**src/sv/cle_pkg.sv**
```systemverilog
// ----------------------------------------------------------------------------
// cle_pkg
// Shared constants, codes and control types of the cursor list engine.
// ----------------------------------------------------------------------------
package cle_pkg;

  localparam int CAPACITY   = 64;
  localparam int DATA_WIDTH = 32;
  localparam int IDX_W      = $clog2(CAPACITY);
  localparam int CNT_W      = $clog2(CAPACITY + 1);
  localparam int OP_W       = 4;
  localparam int STATUS_W   = 2;
  localparam int GROUP_SIZE = 8;
  localparam int NUM_GROUPS = (CAPACITY + GROUP_SIZE - 1) / GROUP_SIZE;

  typedef enum logic [OP_W-1:0] {
    OP_PREPEND    = 4'd0,
    OP_APPEND     = 4'd1,
    OP_INS_BEFORE = 4'd2,
    OP_INS_AFTER  = 4'd3,
    OP_DEL_FRONT  = 4'd4,
    OP_DEL_BACK   = 4'd5,
    OP_DEL_CURSOR = 4'd6,
    OP_MV_FRONT   = 4'd7,
    OP_MV_BACK    = 4'd8,
    OP_MV_PREV    = 4'd9,
    OP_MV_NEXT    = 4'd10,
    OP_CLEAR      = 4'd11,
    OP_QUERY      = 4'd12
  } op_e;

  typedef enum logic [STATUS_W-1:0] {
    STS_OK        = 2'd0,
    STS_EMPTY     = 2'd1,
    STS_NO_CURSOR = 2'd2,
    STS_FULL      = 2'd3
  } status_e;

  typedef enum logic [1:0] {
    EDIT_NONE,
    EDIT_INSERT,
    EDIT_DELETE
  } edit_e;

  typedef enum logic [1:0] {
    S_IDLE,
    S_GATHER,
    S_FINISH
  } state_e;

  // Edit broadcast to every cell of the row.
  typedef struct packed {
    edit_e                 kind;
    logic [IDX_W-1:0]      pos;
    logic [DATA_WIDTH-1:0] value;
  } cell_edit_t;

  // List bookkeeping that each cell uses to decide whether it is shown.
  typedef struct packed {
    logic [CNT_W-1:0] count;
    logic             cursor_on;
    logic [IDX_W-1:0] cursor_idx;
  } cell_view_t;

endpackage

```
**src/sv/cle_cell.sv**
```systemverilog
// ----------------------------------------------------------------------------
// cle_cell
// One list position: holds an element and shifts with its neighbors on edits.
// ----------------------------------------------------------------------------
module cle_cell
  import cle_pkg::*;
(
  input  logic                  clk_i,
  input  logic [IDX_W-1:0]      cell_idx_i,
  input  cell_edit_t            edit_i,
  input  cell_view_t            view_i,
  input  logic [DATA_WIDTH-1:0] left_i,
  input  logic [DATA_WIDTH-1:0] right_i,
  output logic [DATA_WIDTH-1:0] value_o,
  output logic [DATA_WIDTH-1:0] front_o,
  output logic [DATA_WIDTH-1:0] back_o,
  output logic [DATA_WIDTH-1:0] cursor_o
);

  logic [DATA_WIDTH-1:0] value_d, value_q;
  logic [CNT_W-1:0]      last_idx;
  logic                  is_front, is_back, is_cursor;

  always_comb begin
    value_d = value_q;
    unique case (edit_i.kind)
      EDIT_INSERT: begin
        priority if (cell_idx_i > edit_i.pos) value_d = left_i;
        else if (cell_idx_i == edit_i.pos)    value_d = edit_i.value;
        else                                  value_d = value_q;
      end
      EDIT_DELETE: begin
        if (cell_idx_i >= edit_i.pos) value_d = right_i;
      end
      default: value_d = value_q;
    endcase
  end

  always_ff @(posedge clk_i) begin
    value_q <= value_d;
  end

  // An empty list gives a last index that no cell matches.
  assign last_idx  = view_i.count - CNT_W'(1);
  assign is_front  = (cell_idx_i == '0) && (view_i.count != '0);
  assign is_back   = ({1'b0, cell_idx_i} == last_idx);
  assign is_cursor = view_i.cursor_on && (cell_idx_i == view_i.cursor_idx);

  assign value_o  = value_q;
  assign front_o  = {DATA_WIDTH{is_front}} & value_q;
  assign back_o   = {DATA_WIDTH{is_back}} & value_q;
  assign cursor_o = {DATA_WIDTH{is_cursor}} & value_q;

endmodule

```
**config.mk**
```make
export PLATFORM = sky130hd
export DESIGN_NAME = cle_cell
export DESIGN_NICKNAME = d
export VERILOG_FILES = /design/src/sv/cle_pkg.sv /design/src/sv/cle_cell.sv
export SDC_FILE = /design/constraint.sdc
export NUM_CORES = 1
export LEC_CHECK = 0
export BUFFER_PORTS_ARGS = -buffer_cell sky130_fd_sc_hd__buf_2
export CELL_PAD_IN_SITES_DETAIL_PLACEMENT = 0
export CELL_PAD_IN_SITES_GLOBAL_PLACEMENT = 1
export CORE_MARGIN = 2
export CORE_UTILIZATION = 28
export DETAILED_ROUTE_END_ITERATION = 10
export PLACE_DENSITY_LB_ADDON = 0.1
export SLEW_MARGIN = 20
export SYNTH_ARGS = -nofsm -noshare
export SYNTH_HDL_FRONTEND = slang
export SYNTH_SLANG_ARGS = --single-unit
```
**constraint.sdc**
```tcl
create_clock -name clk_i -period 7.4 [get_ports clk_i]
set_input_delay 1.48 -clock clk_i [delete_from_list [all_inputs] [get_ports clk_i]]
set_output_delay 1.48 -clock clk_i [all_outputs]
set_load 0.01 [all_outputs]
```
Yosys cells after proc, flatten, opt, wreduce, memory -nomap -nowiden
Cells that the tools add are included.

Bits of input ports: 125. Latch bits: 0. Memory bits (read-only): 0. Memories kept: 0. Output and inout bits: 128. Bits in registers: 32. Bits in writable memories: 0.

Reduce and logical (&&, ||, !) cells: 6. Shift operators: 0. Order comparisons: 2. Equal/unequal tests: 7. Bitwise logic cells: 3. Div/mod/pow operators: 0. $add $sub $neg: 1. Multiplexer cells: 4. Multiply operators: 0.

Operators with widths (count): $and 32x32->32 (3); $mux 32 (3); $pmux 32 s2 (1); $eq 6x6->1 (2); $eq 6x7->1 (1); $reduce_bool 7->1 (1); $sub 7x1->7 const B (1); $ge 6x6->1 (1); $gt 6x6->1 (1); $logic_not 6->1 (1); $ne 3x3->1 const B (1); $reduce_and 3->1 (1); $eq 2x1->1 const B (1); $eq 2x2->1 const B (1); $logic_and 1x1->1 (2); $ne 2x2->1 const B (1); $reduce_bool 2->1 (1).

Longest topological paths before layout
Gate-level depths: netlist of run 1.

Depth in word-level cells: 4. Depth in mapped cells: 9. Mapped depth without buffers: 7.

Worst setup path before layout of run 1
No wires, ideal clock.

Path kind: input port to output port. From: input port view_i[7] (netlist bit). To: output port back_o[10]. Required time: 5.920 ns. Setup slack: 3.024 ns. Buffers on the path: 2. Data arrival time: 2.896 ns. Stages: 9. Path through: inv_1 > ha_1 > nand2b_1 > o211a_1 > o31ai_2 > and3_1 > buf_4 > buf_6 > and2_1.

Word-level cells in the longest chain between the ends: 3.

RTL lines: start, declared (line cle_cell.sv:11) `input cell_view_t view_i,`; $sub 7x1->7 (line cle_cell.sv:44) `assign last_idx = view_i.count - CNT_W'(1);`; $eq 6x7->1 (line cle_cell.sv:46) `assign is_back = ({1'b0, cell_idx_i} == last_idx);`; $and 32x32->32 (line cle_cell.sv:51) `assign back_o = {DATA_WIDTH{is_back}} & value_q;`; end, declared (line cle_cell.sv:16) `output logic [DATA_WIDTH-1:0] back_o,`.

Every way passes these cells.

Final worst setup path of run 1
From: input port view_i[7] (netlist bit). To: output port back_o[3].

Same word-level chain as after synthesis.

==> impl_metrics.csv, run 1 <==
group,metric,value,unit
timing,fmax,0.189,GHz
finish,nNetsFinal,725,
die,fp.dieArea,11500,sq um
timing,rsz0062_at_grt,"no",
global_routing,grt_max_degree,34,
placed_design,dpl.cell_count,721,
finish,fin_cells,728,
routing,dr_total_vias,3407,
critical_path,cp_top_family,"simple AND/OR/NAND/NOR gates",
logic_synthesis,netlist_top_cells_area,"edfxtp_1 (32%), and2_1 (19%), o221a_2 (12%)",
global_routing,grt_usage,18.5,%
timing,worst_pin_slew,1030,ps
pwr,p_leak,0.00233,uW
clock_tree,ctsResizeCount,0,
logic_synthesis,yosysSeqAreaShare,32.2,%
critical_path,cp-end-kind,"primary output",
timing,setup_viol,0,
critical_path,startpoint_type,"input port",
finish,drive_above_1_share,51.7,%
die,dieWidth,107,microns
critical_path,path_class,"in2out",
critical_path,crit_path_frequent_cell,"buf_2",
critical_path,critPathMaxStageDelay,850,ps
routing,wirelength,11300,microns
critical_path,critPathArrivalTime,3810,ps
logic_synthesis,synth_edf_count,32,
pwr,ir_drop,57.7,uV
timing,slew-limit-headroom,30.8,%
clock_tree,cts_tree,"built",
timing,fin_crit_sh,71.4,%
finish,antenna_cells,0,
logic_synthesis,yosysMostFrequentCell,"and2_1",
critical_path,critPathLaunch,"view_i[7]",
timing,hold_viol,0,
hold_path,hp-start,"left_i[13]",
logic_synthesis,ys_types,34,
run,cap_violations,0,
routing,drt-vias-per-instance,4.68,
critical_path,worstPathMaxFanout,28,
timing,drv_slew,0,
routing,drcViolationCount,0,
logic_synthesis,syn_area_per_cell,8.42,sq um
die,placementRows,37,
logic_synthesis,synth-main-ff-cell,"edfxtp_1",
logic_synthesis,postSynthNetCount,487,
timing,final.min_clock_period,5290,ps
critical_path,slowest_stage,"and3_1",
logic_synthesis,synth_top_area_share,32.2,%
placed_design,numPortBuffers,252,
routing,ant_nets,0,
hold_path,hp-class,"in2reg",
routing,first_iter_violations,164,
timing,setup_tns,0,ps
logic_synthesis,syn_inst,354,
finish,syn_to_final_growth,49.3,%
logic_synthesis,syn_area,2980,sq um
clock_tree,cts_buffer_depth,2,
critical_path,cp_cell_sequence,"buf_2 > inv_1 > ha_1 > nand2b_1 > o211a_1 > o31ai_2 > and3_1 > and2_1 > buf_2",
routing,wl_per_cell,15.6,microns
outcome,status,"finished clean",
global_routing,grt_pass1_vias,3194,
critical_path,required,5920,ps
global_routing,grt_overflow,0,
placed_design,dp.final_hpwl,8620,microns
die,core-area,10300,sq um
routing,dr.pass1.iters,4,
clock_tree,cts-root-buf,"clkbuf_8",
clock_tree,clk_pin_slew,70,ps
die,initial_utilization,28.9,%
clock_tree,hold_buffers,0,
clock_tree,numCtsBuffers,5,
clock_tree,post_cts_buffers,0,
logic_synthesis,async_reset_ff_share,0,%
logic_synthesis,ys_ff_latch,32,
clock_tree,cts_sinks,32,
die,die_h,107,microns
global_routing,grt_antenna_before_repair,1,
pwr,power_density,126,nW/um^2
placed_design,gp_congestion,0.812,
finish,largest_reg_flops,32,
critical_path,critPathBufInv,3,
clock_tree,h-tree-depth,2,
die,pin_count,253,
logic_synthesis,yosysTopAreaCell,"edfxtp_1",
logic_synthesis,synth_commonest_cells,"and2_1 (92), nor2_1 (68), a21oi_1 (37)",
global_routing,grt_first_pass_wirelength,16700,microns
logic_synthesis,synth_warnings,0,
[power by group]
| part | switching [uW] | internal [uW] | leakage (uW) |
|---|---|---|---|
| combinational | 96.1 | 87.7 | 0.00198 |
| sequential | 19.2 | 232 | 0.000306 |
| clock | 63.7 | 63.9 | 0.0000410 |
| total | 179 | 383 | 0.00233 |
[cell type report]
class	instances	area [sq um]
Tap cell	136	170
Timing Repair Buffer	258	1310
Clock buffer	6	72.6
Clock inverter	1	5.00
Sequential cell	32	961
Fill cell	1086	5870
Multi-Input combinational cell	285	1900
Inverter	10	37.5
[final timing paths]
kind	endpoint	slack, ps	cells past startpoint
setup / recovery	back_o[3]	2110	9
hold / removal	value_o[13]	1540	2
[logic make-up (layout without fill, tap and decap cells)]
group | Yosys count | count (layout) | synth area share [%]
flops | 32 | 32 | 32.2
xor+xnor | 13 | 13 | 3.82
buf+inv | 37 | 275 | 5.42
fa+ha+maj | 8 | 8 | 3.36
compound gates | 76 | 76 | 20.2
simple gates | 188 | 188 | 35.0
[metrics by stage]
stage / util [%] / worst slack (ps) / area (sq um) / total power [uW] / hold WS, ps
finish: 43.1 / 2110 / 4450 / 562 / 1540
global route: 43.1 / 1850 / 4450 / 597 / 1530
CTS: 43.1 / 2070 / 4450 / 571 / 1530
detailed placement: 42.3 / 2080 / 4370 / 441 / 1820
global placement: 42.3 / 2220 / 4370 / 438 / 1820
floorplan: - / 3020 / 2980 / 348 / 1740
[layout by cell type, fill, tap and decap left out, types with 2 or more instances in the layout]
master	netlist	layout
nand2_1	3	3
o21ai_0	2	2
clkbuf_8	0	5
nand4_1	3	3
o221a_2	32	32
a21oi_1	37	37
nor2_1	68	67
inv_1	10	10
edfxtp_1	32	32
ha_1	8	8
buf_2	3	252
and4_1	4	4
buf_4	1	6
xnor2_1	6	6
nand2b_1	5	5
and2_1	92	92
nand3_1	2	2
nor3_2	2	2
xor2_1	7	7
[per-layer routing]
layer / up-vias / track usage [%] / wire, microns
li1: 1720 / - / -
met2: 152 / 32.5 / 5510
met3: 12 / 3.89 / 852
met4: 0 / 5.01 / 148
met5: - / 0 / 0
met1: 1523 / 23.0 / 4820
Note: power is estimated with default switching activity, not from simulation.
==> inputs of run 2 (changes only) <==
--- a/config.mk
+++ b/config.mk
@@ -9,7 +9,7 @@
 export CELL_PAD_IN_SITES_DETAIL_PLACEMENT = 0
 export CELL_PAD_IN_SITES_GLOBAL_PLACEMENT = 1
 export CORE_MARGIN = 2
-export CORE_UTILIZATION = 28
+export CORE_UTILIZATION = 23
 export DETAILED_ROUTE_END_ITERATION = 10
 export PLACE_DENSITY_LB_ADDON = 0.1
 export SLEW_MARGIN = 20
==> constraint.sdc (replaced) <==
create_clock -name clk_i -period 4.7 [get_ports clk_i]
set_input_delay 0.94 -clock clk_i [delete_from_list [all_inputs] [get_ports clk_i]]
set_output_delay 0.94 -clock clk_i [all_outputs]
set_load 0.01 [all_outputs]
==> run 2 against run 1 <==
Core utilization down 6.4 points; global-route usage down 1.7 points; sequential power up 58%; hold slack worse by 530 ps; sequential share of layout area down 0.85 points.
==> impl_metrics.csv, run 2 (synthesis results as in run 1) <==
group,metric,value,unit
outcome,status,"finished clean",
hold_path,hold_depth,2,
timing,final.min_clock_period,3750,ps
timing,setup_viol,0,
finish,layout_common_cells,"buf_2 (252), and2_1 (92), nor2_1 (67)",
timing,rsz0062_at_grt,"no",
finish,drive_above_1_share,51.8,%
critical_path,required,3760,ps
placed_design,gp_congestion,0.814,
die,placementRows,41,
timing,whs,1010,ps
finish,syn_to_final_growth,55.4,%
clock_tree,cts_sinks,32,
critical_path,critPathArrivalTime,2810,ps
critical_path,worstPathMaxFanout,17,
critical_path,cp_cell_sequence,"buf_2 > inv_1 > ha_1 > nand2b_1 > o211a_1 > o31ai_2 > and3_1 > buf_4 > and2_1 > buf_2",
pwr,ir_drop,116,uV
routing,ant_nets,0,
timing,hold_viol,0,
die,die_h,118,microns
global_routing,grt_usage,16.8,%
clock_tree,ctsResizeCount,0,
die,pin_count,253,
critical_path,path_class,"in2out",
routing,dr_total_vias,3468,
timing,fmax,0.267,GHz
clock_tree,cts_buffer_depth,2,
routing,drt-vias-per-instance,4.52,
critical_path,slowest_stage,"o31ai_2",
timing,worst_pin_slew,904,ps
timing,setup_tns,0,ps
finish,final_common_cell,"buf_2",
placed_design,numPortBuffers,252,
hold_path,hp-class,"in2reg",
pwr,p_leak,0.00239,uW
clock_tree,numCtsBuffers,5,
clock_tree,post_cts_buffers,0,
routing,wl_per_cell,15.6,microns
die,initial_utilization,23.6,%
run,cap_violations,0,
finish,largest_reg_flops,32,
finish,antenna_cells,0,
clock_tree,h-tree-depth,2,
critical_path,crit_path_frequent_cell,"buf_2",
routing,drcViolationCount,0,
die,fp.dieArea,13900,sq um
die,dieWidth,118,microns
finish,nNetsFinal,728,
critical_path,critPathMaxStageDelay,350,ps
routing,dr.pass1.iters,5,
global_routing,grt_overflow,0,
critical_path,startpoint_type,"input port",
clock_tree,cts-root-buf,"clkbuf_16",
timing,fin_crit_sh,79.8,%
clock_tree,hold_buffers,0,
global_routing,grt_first_pass_wirelength,18800,microns
die,core-area,12600,sq um
critical_path,cp-end-kind,"primary output",
clock_tree,clk_pin_slew,50,ps
routing,first_iter_violations,160,
timing,slew-limit-headroom,39.6,%
routing,wirelength,12000,microns
global_routing,grt_max_degree,35,
placed_design,dp.final_hpwl,9170,microns
clock_tree,cts_tree,"built",
pwr,power_density,228,nW/um^2
timing,drv_slew,0,
global_routing,grt_pass1_vias,3375,
global_routing,grt_antenna_before_repair,1,
## run 2: changes by cell type in the layout (fill, tap and decap cells not counted), sizes merged
| cell | before | now |
|---|---|---|
| buf | 258 | 261 |
| bufinv | 0 | 1 |
| clkbuf | 6 | 5 |
| clkinv | 1 | 2 |
## run 2: where the power goes
group	internal, uW	switching (uW)
Clock	246	116
Sequential	365	30.7
Combinational	143	156
## run 2: path summary, 6_finish.rpt
check        from     endpoint  slack [ps]
max     view_i[7]    back_o[7]         950
min    left_i[10]  value_o[10]        1010
## run 2: area by class of cell
cell class,count,area [sq um]
Clock buffer,5,125
Clock inverter,3,37.5
Fill cell,1394,7990
Inverter,10,37.5
Multi-Input combinational cell,285,1910
Sequential cell,32,961
Tap cell,172,215
Timing Repair Buffer,261,1350
## run 2: worst max-delay path, delay by kind of cell
family / cells / cell delay (ps)
buffers and inverters: 4 / 550
adder cells (fa/ha/maj): 1 / 230
AND/OR/NAND/NOR: 3 / 590
AO/OA/AOI/OAI: 2 / 490
## run 2: metrics by stage
stage	util [%]	cell area (sq um)	worst slack, ps	power, uW	instances
2_1_floorplan	-	2980	988	548	354
3_3_place_gp	35.2	4440	1010	696	759
3_5_place_dp	35.2	4440	949	698	759
4_1_cts	36.5	4600	931	1060	767
5_1_grt	36.7	4630	773	1120	768
6_report	36.7	4630	949	1060	768
## run 2: per-layer routing
metal	track usage, %	share of wire (%)	vias up
met3	4.26	7.9	11
met1	20.6	42	1571
met5	0	0.11	-
met4	3.77	1.2	2
li1	-	-	1725
met2	29.7	49	159
